File: config.mk
export PLATFORM = sky130hd
export DESIGN_NAME = state_feedback_integral_duty_unit
export DESIGN_NICKNAME = d
export VERILOG_FILES = /design/src/hdl/sfid_pkg.sv /design/src/hdl/sfid_ctrl.sv /design/src/hdl/sfid_datapath.sv /design/src/hdl/state_feedback_integral_duty_unit.sv
export SDC_FILE = /design/constraint.sdc
export NUM_CORES = 2
export LEC_CHECK = 0
export ABC_CLOCK_PERIOD_IN_PS = 14250
export BUFFER_PORTS_ARGS = -buffer_cell sky130_fd_sc_hd__buf_2
export CAP_MARGIN = 10
export CORE_MARGIN = 4
export CORE_UTILIZATION = 45
export CTS_CLUSTER_DIAMETER = 120
export CTS_CLUSTER_SIZE = 14
export DETAILED_ROUTE_END_ITERATION = 16
export GPL_TIMING_DRIVEN = 0
export SYNTH_ARGS = -nofsm -noshare
export SYNTH_HDL_FRONTEND = slang
export SYNTH_HIERARCHICAL = 1
export SYNTH_SLANG_ARGS = --single-unit
File: constraint.sdc
create_clock -name clk -period 14.25 [get_ports clk]
set_input_delay 0.7125 -clock clk [delete_from_list [all_inputs] [get_ports clk]]
set_output_delay 0.7125 -clock clk [all_outputs]
set_load 0.03 [all_outputs]
File: src/hdl/sfid_pkg.sv
`timescale 1ns / 1ps
// Shared types and constants of the state-feedback duty controller.
// Holds the sample and result payloads, command codes and saturation helper.
package sfid_pkg;

	localparam int unsigned CFG_INDEX_W = 4;
	localparam int unsigned CFG_DATA_W  = 32;

	localparam logic [CFG_INDEX_W-1:0] REG_GAIN_I1  = 4'd0;
	localparam logic [CFG_INDEX_W-1:0] REG_GAIN_I2  = 4'd1;
	localparam logic [CFG_INDEX_W-1:0] REG_GAIN_VC  = 4'd2;
	localparam logic [CFG_INDEX_W-1:0] REG_GAIN_VO  = 4'd3;
	localparam logic [CFG_INDEX_W-1:0] REG_OFFSET   = 4'd4;
	localparam logic [CFG_INDEX_W-1:0] REG_KI       = 4'd5;
	localparam logic [CFG_INDEX_W-1:0] REG_BIAS     = 4'd6;
	localparam logic [CFG_INDEX_W-1:0] REG_TURNS    = 4'd7;

	localparam logic signed [31:0] TURNS_RESET = 32'sh0001_0000;

	localparam logic signed [63:0] SAT_HI   = 64'sh0000_0000_7FFF_FFFF;
	localparam logic signed [63:0] SAT_LO   = -64'sh0000_0000_8000_0000;
	localparam logic signed [63:0] DUTY_MAX = 64'sd65535;

	typedef enum logic {
		CMD_SAMPLE  = 1'b0,
		CMD_RESTART = 1'b1
	} sample_cmd_t;

	typedef enum logic [1:0] {
		CLAMP_NONE = 2'd0,
		CLAMP_HIGH = 2'd1,
		CLAMP_LOW  = 2'd2
	} clamp_t;

	typedef enum logic [2:0] {
		MUL_TURNS,
		MUL_I1,
		MUL_I2,
		MUL_VC,
		MUL_VO,
		MUL_KI
	} mul_sel_t;

	typedef struct packed {
		sample_cmd_t        cmd;
		logic signed [15:0] current_one;
		logic signed [15:0] current_two;
		logic signed [15:0] cap_voltage_one;
		logic signed [15:0] cap_voltage_two;
		logic signed [15:0] out_voltage;
		logic signed [15:0] out_reference;
	} sample_t;

	typedef struct packed {
		logic [15:0] duty;
		clamp_t      clamp_state;
	} result_t;

	typedef struct packed {
		logic     capture;
		logic     restart;
		mul_sel_t mul_sel;
		logic     acc_clr;
		logic     acc_add;
		logic     vc_load;
		logic     integ_upd;
		logic     out_load;
	} dp_cmd_t;

	typedef struct packed {
		logic out_free;
	} dp_sts_t;

	function automatic logic signed [31:0] sat32(input logic signed [63:0] x);
		logic signed [31:0] r;
		if (x > SAT_HI) begin
			r = SAT_HI[31:0];
		end else if (x < SAT_LO) begin
			r = SAT_LO[31:0];
		end else begin
			r = x[31:0];
		end
		return r;
	endfunction

endpackage

File: src/hdl/sfid_ctrl.sv
`timescale 1ns / 1ps
// Sequencer of the duty controller: steps the shared multiplier through one sample.
// Depends on sfid_pkg for the command and status types.
module sfid_ctrl (
	input  logic              clk,
	input  logic              arst_n,
	input  logic              sample_valid,
	input  sfid_pkg::sample_cmd_t sample_cmd,
	output logic              sample_stall,
	input  sfid_pkg::dp_sts_t dp_sts,
	output sfid_pkg::dp_cmd_t dp_cmd
);

	typedef enum logic [3:0] {
		ST_IDLE,
		ST_TURNS,
		ST_I1,
		ST_I2,
		ST_VC,
		ST_VO,
		ST_KI,
		ST_INTEG,
		ST_OUT
	} state_t;

	state_t state_q;
	logic   accept;

	assign sample_stall = (state_q != ST_IDLE);
	assign accept       = sample_valid && (state_q == ST_IDLE);

	always_ff @(posedge clk or negedge arst_n) begin
		if (!arst_n) begin
			state_q <= ST_IDLE;
		end else begin
			unique case (state_q)
				ST_IDLE: begin
					if (accept && (sample_cmd == sfid_pkg::CMD_SAMPLE)) begin
						state_q <= ST_TURNS;
					end
				end
				ST_TURNS: state_q <= ST_I1;
				ST_I1:    state_q <= ST_I2;
				ST_I2:    state_q <= ST_VC;
				ST_VC:    state_q <= ST_VO;
				ST_VO:    state_q <= ST_KI;
				ST_KI:    state_q <= ST_INTEG;
				ST_INTEG: state_q <= ST_OUT;
				ST_OUT: begin
					if (dp_sts.out_free) begin
						state_q <= ST_IDLE;
					end
				end
				default:  state_q <= ST_IDLE;
			endcase
		end
	end

	always_comb begin
		dp_cmd           = '0;
		dp_cmd.mul_sel   = sfid_pkg::MUL_TURNS;
		dp_cmd.capture   = accept && (sample_cmd == sfid_pkg::CMD_SAMPLE);
		dp_cmd.restart   = accept && (sample_cmd == sfid_pkg::CMD_RESTART);
		unique case (state_q)
			ST_IDLE: ;
			ST_TURNS: begin
				dp_cmd.mul_sel = sfid_pkg::MUL_TURNS;
				dp_cmd.acc_clr = 1'b1;
			end
			ST_I1: begin
				dp_cmd.mul_sel = sfid_pkg::MUL_I1;
				dp_cmd.vc_load = 1'b1;
			end
			ST_I2: begin
				dp_cmd.mul_sel = sfid_pkg::MUL_I2;
				dp_cmd.acc_add = 1'b1;
			end
			ST_VC: begin
				dp_cmd.mul_sel = sfid_pkg::MUL_VC;
				dp_cmd.acc_add = 1'b1;
			end
			ST_VO: begin
				dp_cmd.mul_sel = sfid_pkg::MUL_VO;
				dp_cmd.acc_add = 1'b1;
			end
			ST_KI: begin
				dp_cmd.mul_sel = sfid_pkg::MUL_KI;
				dp_cmd.acc_add = 1'b1;
			end
			ST_INTEG: dp_cmd.integ_upd = 1'b1;
			ST_OUT:   dp_cmd.out_load  = dp_sts.out_free;
			default: ;
		endcase
	end

endmodule

File: src/hdl/sfid_datapath.sv
`timescale 1ns / 1ps
// Datapath of the duty controller: registers, one shared multiplier, accumulator,
// integrator and output register. Depends on sfid_pkg.
module sfid_datapath (
	input  logic                                  clk,
	input  logic                                  arst_n,
	input  logic                                  cfg_valid,
	input  logic [sfid_pkg::CFG_INDEX_W-1:0]      cfg_index,
	input  logic [sfid_pkg::CFG_DATA_W-1:0]       cfg_data,
	input  sfid_pkg::sample_t                     sample_data,
	output logic                                  result_valid,
	input  logic                                  result_stall,
	output sfid_pkg::result_t                     result_data,
	input  sfid_pkg::dp_cmd_t                     dp_cmd,
	output sfid_pkg::dp_sts_t                     dp_sts
);

	logic signed [31:0] gain_i1_q;
	logic signed [31:0] gain_i2_q;
	logic signed [31:0] gain_vc_q;
	logic signed [31:0] gain_vo_q;
	logic signed [31:0] offset_q;
	logic signed [31:0] ki_q;
	logic        [15:0] bias_q;
	logic signed [31:0] turns_q;

	sfid_pkg::sample_t  sample_q;
	logic signed [65:0] prod_q;
	logic signed [67:0] acc_q;
	logic signed [32:0] vc_q;
	logic signed [59:0] ud_q;
	logic signed [31:0] integ_q;
	logic               primed_q;
	logic               result_valid_q;
	sfid_pkg::result_t  result_q;

	logic signed [32:0] mul_a;
	logic signed [32:0] mul_b;
	logic signed [65:0] mul_p;
	logic signed [16:0] err;
	logic signed [59:0] ud;
	logic signed [63:0] ud_ext;
	logic signed [63:0] integ_sum;
	logic signed [63:0] u;
	logic signed [63:0] u_ext_ud;
	logic signed [63:0] u_ext_integ;

	// Output register frees when its request is taken in the same cycle.
	assign dp_sts.out_free = !result_valid_q || !result_stall;
	assign result_valid    = result_valid_q;
	assign result_data     = result_q;

	always_ff @(posedge clk or negedge arst_n) begin
		if (!arst_n) begin
			gain_i1_q <= '0;
			gain_i2_q <= '0;
			gain_vc_q <= '0;
			gain_vo_q <= '0;
			offset_q  <= '0;
			ki_q      <= '0;
			bias_q    <= '0;
			turns_q   <= sfid_pkg::TURNS_RESET;
		end else if (cfg_valid) begin
			unique case (cfg_index)
				sfid_pkg::REG_GAIN_I1: gain_i1_q <= cfg_data;
				sfid_pkg::REG_GAIN_I2: gain_i2_q <= cfg_data;
				sfid_pkg::REG_GAIN_VC: gain_vc_q <= cfg_data;
				sfid_pkg::REG_GAIN_VO: gain_vo_q <= cfg_data;
				sfid_pkg::REG_OFFSET:  offset_q  <= cfg_data;
				sfid_pkg::REG_KI:      ki_q      <= cfg_data;
				sfid_pkg::REG_BIAS:    bias_q    <= cfg_data[15:0];
				sfid_pkg::REG_TURNS:   turns_q   <= cfg_data;
				default: ;
			endcase
		end
	end

	assign err = {sample_q.out_reference[15], sample_q.out_reference}
		- {sample_q.out_voltage[15], sample_q.out_voltage};

	always_comb begin
		unique case (dp_cmd.mul_sel)
			sfid_pkg::MUL_TURNS: begin
				mul_a = {turns_q[31], turns_q};
				mul_b = {{17{sample_q.cap_voltage_two[15]}}, sample_q.cap_voltage_two};
			end
			sfid_pkg::MUL_I1: begin
				mul_a = {gain_i1_q[31], gain_i1_q};
				mul_b = {{17{sample_q.current_one[15]}}, sample_q.current_one};
			end
			sfid_pkg::MUL_I2: begin
				mul_a = {gain_i2_q[31], gain_i2_q};
				mul_b = {{17{sample_q.current_two[15]}}, sample_q.current_two};
			end
			sfid_pkg::MUL_VC: begin
				mul_a = {gain_vc_q[31], gain_vc_q};
				mul_b = vc_q;
			end
			sfid_pkg::MUL_VO: begin
				mul_a = {gain_vo_q[31], gain_vo_q};
				mul_b = {{17{sample_q.out_voltage[15]}}, sample_q.out_voltage};
			end
			sfid_pkg::MUL_KI: begin
				mul_a = {ki_q[31], ki_q};
				mul_b = {{16{err[16]}}, err};
			end
			default: begin
				mul_a = '0;
				mul_b = '0;
			end
		endcase
	end

	assign mul_p = mul_a * mul_b;

	assign ud        = acc_q[67:8];
	assign ud_ext    = {{4{ud[59]}}, ud};
	assign integ_sum = {{32{integ_q[31]}}, integ_q} + {{6{prod_q[65]}}, prod_q[65:8]};

	assign u_ext_ud    = {{4{ud_q[59]}}, ud_q};
	assign u_ext_integ = {{32{integ_q[31]}}, integ_q};
	assign u           = {48'd0, bias_q} - u_ext_ud - u_ext_integ;

	always_ff @(posedge clk) begin
		if (dp_cmd.capture) begin
			sample_q <= sample_data;
		end
		prod_q <= mul_p;
		if (dp_cmd.acc_clr) begin
			acc_q <= -({{36{offset_q[31]}}, offset_q} <<< 8);
		end else if (dp_cmd.acc_add) begin
			acc_q <= acc_q + {{2{prod_q[65]}}, prod_q};
		end
		if (dp_cmd.vc_load) begin
			vc_q <= {{17{sample_q.cap_voltage_one[15]}}, sample_q.cap_voltage_one}
				+ prod_q[48:16];
		end
		if (dp_cmd.integ_upd) begin
			ud_q <= ud;
		end
		if (dp_cmd.out_load) begin
			if (u > sfid_pkg::DUTY_MAX) begin
				result_q.duty        <= 16'hFFFF;
				result_q.clamp_state <= sfid_pkg::CLAMP_HIGH;
			end else if (u < 64'sd0) begin
				result_q.duty        <= 16'h0000;
				result_q.clamp_state <= sfid_pkg::CLAMP_LOW;
			end else begin
				result_q.duty        <= u[15:0];
				result_q.clamp_state <= sfid_pkg::CLAMP_NONE;
			end
		end
	end

	always_ff @(posedge clk or negedge arst_n) begin
		if (!arst_n) begin
			integ_q        <= '0;
			primed_q       <= 1'b0;
			result_valid_q <= 1'b0;
		end else begin
			if (dp_cmd.restart) begin
				integ_q  <= '0;
				primed_q <= 1'b0;
			end else if (dp_cmd.integ_upd) begin
				primed_q <= 1'b1;
				if (!primed_q) begin
					integ_q <= sfid_pkg::sat32(-ud_ext);
				end else begin
					integ_q <= sfid_pkg::sat32(integ_sum);
				end
			end
			if (dp_cmd.out_load) begin
				result_valid_q <= 1'b1;
			end else if (!result_stall) begin
				result_valid_q <= 1'b0;
			end
		end
	end

endmodule

File: src/hdl/state_feedback_integral_duty_unit.sv
`timescale 1ns / 1ps
// State-feedback duty controller with integral action: a sequencer and a datapath.
// A control sample runs through six passes of the one shared 33 by 33 bit multiplier,
// an integrator update and the output load; a stalled result holds the sequencer in its
// last step, and the next request is taken only once it is back in idle. A restart
// request clears integrator and priming flag. Asynchronous reset clears both, the result
// flag and the configuration registers but loads TURNS_RESET into the turns register.
module state_feedback_integral_duty_unit (
	input  logic                             clk,
	input  logic                             arst_n,
	input  logic                             sample_valid,
	output logic                             sample_stall,
	input  sfid_pkg::sample_t                sample_data,
	output logic                             result_valid,
	input  logic                             result_stall,
	output sfid_pkg::result_t                result_data,
	input  logic                             cfg_valid,
	output logic                             cfg_ready,
	input  logic [sfid_pkg::CFG_INDEX_W-1:0] cfg_index,
	input  logic [sfid_pkg::CFG_DATA_W-1:0]  cfg_data
);

	sfid_pkg::dp_cmd_t dp_cmd;
	sfid_pkg::dp_sts_t dp_sts;

	assign cfg_ready = 1'b1;

	sfid_ctrl u_ctrl (
		.clk          (clk),
		.arst_n       (arst_n),
		.sample_valid (sample_valid),
		.sample_cmd   (sample_data.cmd),
		.sample_stall (sample_stall),
		.dp_sts       (dp_sts),
		.dp_cmd       (dp_cmd)
	);

	sfid_datapath u_datapath (
		.clk          (clk),
		.arst_n       (arst_n),
		.cfg_valid    (cfg_valid && cfg_ready),
		.cfg_index    (cfg_index),
		.cfg_data     (cfg_data),
		.sample_data  (sample_data),
		.result_valid (result_valid),
		.result_stall (result_stall),
		.result_data  (result_data),
		.dp_cmd       (dp_cmd),
		.dp_sts       (dp_sts)
	);

	// A control sample keeps the block busy in the following cycle.
	assert property (@(posedge clk) disable iff (!arst_n)
		(sample_valid && !sample_stall && (sample_data.cmd == sfid_pkg::CMD_SAMPLE))
		|=> sample_stall)
		else $error("Block took a new request while a sample was in work.");

	// A result only appears after the sequencer loaded the output register.
	assert property (@(posedge clk) disable iff (!arst_n)
		$rose(result_valid) |-> $past(dp_cmd.out_load))
		else $error("Result appeared without an output load.");

	// The output register is never overwritten while its request is held.
	assert property (@(posedge clk) disable iff (!arst_n)
		dp_cmd.out_load |-> (!result_valid || !result_stall))
		else $error("Output register loaded over a stalled result.");

	// A high clamp always reports full duty.
	assert property (@(posedge clk) disable iff (!arst_n)
		(result_valid && (result_data.clamp_state == sfid_pkg::CLAMP_HIGH))
		|-> (result_data.duty == 16'hFFFF))
		else $error("High clamp with a duty below full scale.");

endmodule
* Word level (Yosys, flattened, before mapping) *
Index checks and enable logic that the tools add are counted.

word-level totals
  register bits after elaboration = 619
  latch bits = 0
  bits in writable memories = 0
  ROM bits = 0
  input bits = 138
  output and inout bits = 21
  word-level logic and storage cells = 110
  memories kept = 0

cells by class
  add/sub/neg operators = 8
  $mul = 1
  div/mod/pow operators = 0
  magnitude comparators = 6
  equality and inequality tests = 23
  shifts and indexed selects = 0
  muxes and demuxes = 25
  bitwise logic cells = 1
  reduce and logical (&&, ||, !) cells = 22

operators with widths
  kind                                                              number
  case mux 33 bit (6 select lines)                                  2
  two-way mux 32 bit                                                7
  two-way mux 68 bit                                                2
  greater-than comparator 64 x 32 -> 1 bit (second input constant)  2
  less-than comparator 64 x 32 -> 1 bit (second input constant)     2
  adder 68 bit                                                      1
  negator 68 bit                                                    1
  multiplier 33 x 33 -> 66 bit                                      1
  greater-than comparator 64 x 17 -> 1 bit (second input constant)  1
  less-than comparator 64 x 1 -> 1 bit (second input constant)      1
  negator 60 -> 64 bit                                              1
  subtractor 61 x 32 -> 62 bit                                      1
  subtractor 17 x 60 -> 61 bit                                      1
  adder 32 x 58 -> 59 bit                                           1
  case mux 4 bit (9 select lines)                                   1
  adder 33 bit                                                      1
  == test 4 x 3 -> 1 bit (second input constant)                    8
  two-way mux 18 bit                                                1
  AND reduction 2 bit                                               9
  subtractor 16 x 16 -> 17 bit                                      1
  == test 4 x 2 -> 1 bit (second input constant)                    4
  case mux 3 bit (5 select lines)                                   1
  two-way mux 1 bit                                                 9
  == test 4 x 1 -> 1 bit (second input constant)                    2
  other kinds (16)                                                  25

* Depth between registers and ports, before layout *
  word-level depth = 7
  gate-level depth with buffers = 48
  depth with buffers taken out = 45

* By module *
Netlist, hierarchy kept.

modules (own cells, without submodules)
  module                             times used  cells each  area each (sq um)  seq. area each (sq um)
  sfid_datapath                      1           8320        77799.6            16437.0
  sfid_ctrl                          1           30          271.5              100.1
  state_feedback_integral_duty_unit  1           2           11.3               0.0

* Least setup slack after synthesis *
OpenSTA, ideal clock, no wires.

  path type = reg2reg
  from = register u_datapath/sample_q[16] (netlist bit)
  to = register u_datapath.prod_q[64]
  setup time = 0.072 ns
  arrival time = 10.942 ns
  required time = 14.178 ns
  slack = 3.235 ns
  stages on the path, launching flop included = 43
  clock period less this slack = 11.015 ns
  path through = edfxtp_1 -> ha_1 -> fa_1 -> nor2b_1 -> o21ai_0 -> a21boi_0 -> o21ai_0 -> a21boi_0 -> o21ai_0 -> a21boi_0 -> o21ai_0 -> a21oi_1 -> o21a_1 -> o31ai_1 -> clkbuf_1 -> a221oi_1 -> clkbuf_1 -> nor2_1 -> [7 not listed] -> inv_1 -> fa_1 -> inv_1 -> ha_1 -> clkbuf_1 -> a21o_1 -> a21o_1 -> a21oi_1 -> o21ai_0 -> a21o_1 -> a211oi_1 -> o311ai_0 -> a31oi_1 -> a2bb2oi_1 -> a31oi_1 -> a211o_1 -> a21oi_1 -> xnor2_1

on the way
  longest elaborated chain between the ends = 3

ends and longest elaborated chain
  what                                RTL line              source
  from (decl)                         sfid_datapath.sv:27   sfid_pkg::sample_t sample_q;
  from (signal assigned)              sfid_datapath.sv:126  sample_q <= sample_data;
  subtractor 16 x 16 -> 17 bit        sfid_datapath.sv:79   - {sample_q.out_voltage[15], sample_q.out_voltage};
  case mux 33 bit (6 select lines) *  sfid_datapath.sv:82   unique case (dp_cmd.mul_sel)
  multiplier 33 x 33 -> 66 bit *      sfid_datapath.sv:114  assign mul_p = mul_a * mul_b;
  named net u_datapath.mul_p[64]      sfid_datapath.sv:39   logic signed [65:0] mul_p;
  to (signal assigned)                sfid_datapath.sv:128  prod_q <= mul_p;
  to (decl)                           sfid_datapath.sv:28   logic signed [65:0] prod_q;

The timed path passes the listed nets; every way through them passes the cells marked *.
A chain may end at the register's enable or synchronous reset.

==> results.md <==
* Final Max Slew Viols at 0
* Area contributors post-synth: fa_1 (29%), edfxtp_1 (11%), dfrtp_1 (8.9%), ha_1 (8.0%), inv_1 (7.1%)
* Setup Viol. Count Final at 0
* CP max stage delay at around 730 ps
* Starting DRT DRC Count at roughly 5000
* Synth Warn # at 6
* RSZ-0062 raised after global routing: no
* Post-synthesis sequential area ratio at about a fifth
* Site Rows at 152
* IO Port Bufs at roughly 160
* Yosys top cell by area: fa_1
* Post-DP HPWL at 241 mm
* CTS Buf Count at 51
* Final WL at 285 mm
* Most frequent cells in the layout: inv_1 (1472), fa_1 (1141), nand2_1 (1007)
* DIE AREA at about 0.18 mm²
* Htree depth at 2
* Post-Syn Nets at slightly above 10000
* Cell area after synthesis at about 0.078 mm²
* First-pass GRT wire length at 422 mm
* # IOs at ~160
* Outcome: completed
* Initial antenna violation count at 45
* Core area at ~0.17 mm²
* Die Ht at around 420 µm
* Post-synth EDFFs at ~280
* Critical path launch point type: flip-flop
* Via count at roughly 63000
* Routability Congestion at 1.01
* Worst-Skew Late Latency at roughly 670 ps
* Place WS at -1290 ps
* Slowest CP cell: fa_1
* Detail Route Antenna Nets at 0
* Synth Register Bits at between 600 and 700
* Crit. End Element: flip-flop
* Layout Nets at a little over 10000
* Max_cap viols at 0
* Clk root buf: clkbuf_16
* Max FO, Critical Path at 10
* Worst path arrival time at between 10000 and 15000 ps
* Final hold vios at 0
* Post-Synthesis Cells at between 8000 and 9000
* Pin count of the biggest net entering global routing at ~120
* Routed length per instance at 26.0 µm
* Worst hold path type: input pin to flip-flop
* Synth cell types at ~100
* Slew margin rel. at 3.86%
* Clock slew seen by the registers of the worst setup and hold paths at approximately 70 ps
* Final period util at 97.4%
* Most common cell after layout, fill and taps aside: inv_1
* Die width at roughly 420 µm
* Post-CTS Setup Inserts at 0
* Post-synth top area share at ~30%
* Fmax achieved at approximately 0.07 GHz
* Vias in the first global route at ~64000
* GRT Overall Usage at roughly a third
* Syn Area/Cell at 9.35 µm²
* Final Critical Period at between 10000 and 15000 ps
* CTS Buffer Depth at 3
* Share of cells above drive strength 1 at 7.85%
* Fin Clk Skew at between 50 and 60 ps
* Initial Util at 45.4%
* Top_reg_cell synth: dfrtp_1
* Total congestion overflow at 0
* Worst slew pin tran at between 1000 and 1500 ps
* Post-route setup slack at 368 ps
* CTS tree: yes
* Detail-routed via count per cell at roughly 5.7
* Synth-to-Final Area Change at 8.05%
* Most used cell, CP: fa_1
* Clk sink count at ~620
* Buffers & Inverters on Critical Path at 12
* Async SR Flop Fraction at around 45%
* Cell family with most CP delay: adder cells
* First drt pass iteration count at 6
* Fin Hold WS at ~210 ps
* # DRC at 0
* WP data required at 14800 ps
* Setup Crit Path Kind: flip-flop to flip-flop
## sequential cells by signal, indices dropped and copies added, names as in the netlist, 33 cells and up
name and cells:
u_datapath/sample_q 96, u_datapath/acc_q 68, u_datapath/ud_q 60, u_datapath/prod_q 66, u_datapath/vc_q 33
## synthesized netlist by cell type, types with 11 or more instances
cell type and count:
a21oi_1 375, o21ai_0 300, or2_2 12, a22oi_1 44, or4_1 22, dfrtp_1 277
inv_1 1473, nor2b_1 46, nor3_1 94, a41oi_1 14, nand2b_1 62, a22o_1 23
xor2_1 101, or3_1 31, and4_1 11, fa_1 1142, o211a_1 17, nand4_1 70
mux2_2 246, a21o_1 142, nand3_1 112, o22ai_1 15, clkbuf_1 343, a211oi_1 26
o21a_1 52, dfxtp_1 66, o31ai_1 19, and2_1 74, o21bai_1 46, nor4_1 34
a31oi_1 43, o211ai_1 79, nand3b_1 13, mux2i_1 13, nand2_1 1008, a221oi_1 52
a221o_1 81, and3_1 40, ha_1 499, a21boi_0 17, buf_1 26, edfxtp_1 275
xnor2_1 197, nor2_1 528
## stage by stage
stage / TNS, ps / area (µm²) / utilization (%) / std cells
3_5_place_dp: -15060 / 82500 / 47.9 / 10900
6_report: 0 / 84400 / 49.0 / 11000
3_3_place_gp: -14500 / 81800 / 47.5 / 10800
2_1_floorplan: 0 / 78100 / - / 8352
4_1_cts: 0 / 84100 / 48.9 / 11000
5_1_grt: 0 / 84300 / 49.0 / 11000
## what timing repair did
item | CTS | global route
endpoints found under the hold margin | 39 | 0
hold buffers | 1 | 0
setup endpoints to repair | 19 | 16
resized for setup | 32 | 66
## layer usage
metal	wire (µm)	global-route usage (%)
met1	116000	41.5
met2	132000	51.6
met3	21200	5.28
met4	15300	14.0
met5	80	0
## layout make-up
| class | count | area [µm²] |
|---|---|---|
| inverter | 1473 | 5530 |
| buffer | 383 | 1570 |
| tap | 2310 | 2890 |
| multi-input combinational | 5875 | 54900 |
| clock inverter | 8 | 149 |
| sequential | 619 | 16500 |
| timing repair buffer | 209 | 1360 |
| antenna | 19 | 47.5 |
| fill | 16400 | 87700 |
| clock buffer | 88 | 1420 |
## cell families after synthesis
kind of cell    after synthesis  share of synthesized area, %
flops                       619                          21.2
xor+xnor                    298                          3.34
fa+ha+maj                  1641                          37.3
compound gates             1470                          12.6
simple gates               2196                          12.6
buf+inv                    1858                          9.00
mux                         269                          4.00
other cells                   1                       0.00480
## worst paths after layout
kind	depth (start not counted)	to	slack (ps)	from
max	40	u_datapath/prod_q[64]$_DFF_P_	370	u_ctrl/state_q[1]$_DFFE_PN0P_
min	1	u_datapath/sample_q[37]$_DFFE_PP_	210	sample_data[37]
max reg2reg	40	u_datapath/prod_q[64]$_DFF_P_	370	u_ctrl/state_q[1]$_DFFE_PN0P_
min reg2reg	1	u_datapath/gain_i2_q[12]$_DFFE_PN0P_	510	u_datapath/gain_i2_q[12]$_DFFE_PN0P_
max in group asynchronous	4	u_datapath/offset_q[25]$_DFFE_PN0P_	12150	arst_n
min in group asynchronous	2	u_datapath/integ_q[0]$_DFFE_PN0P_	590	arst_n
Power is left out: the tool's default activity adds up to more than one toggle a clock period on the data nets, which glitch-free logic cannot reach.
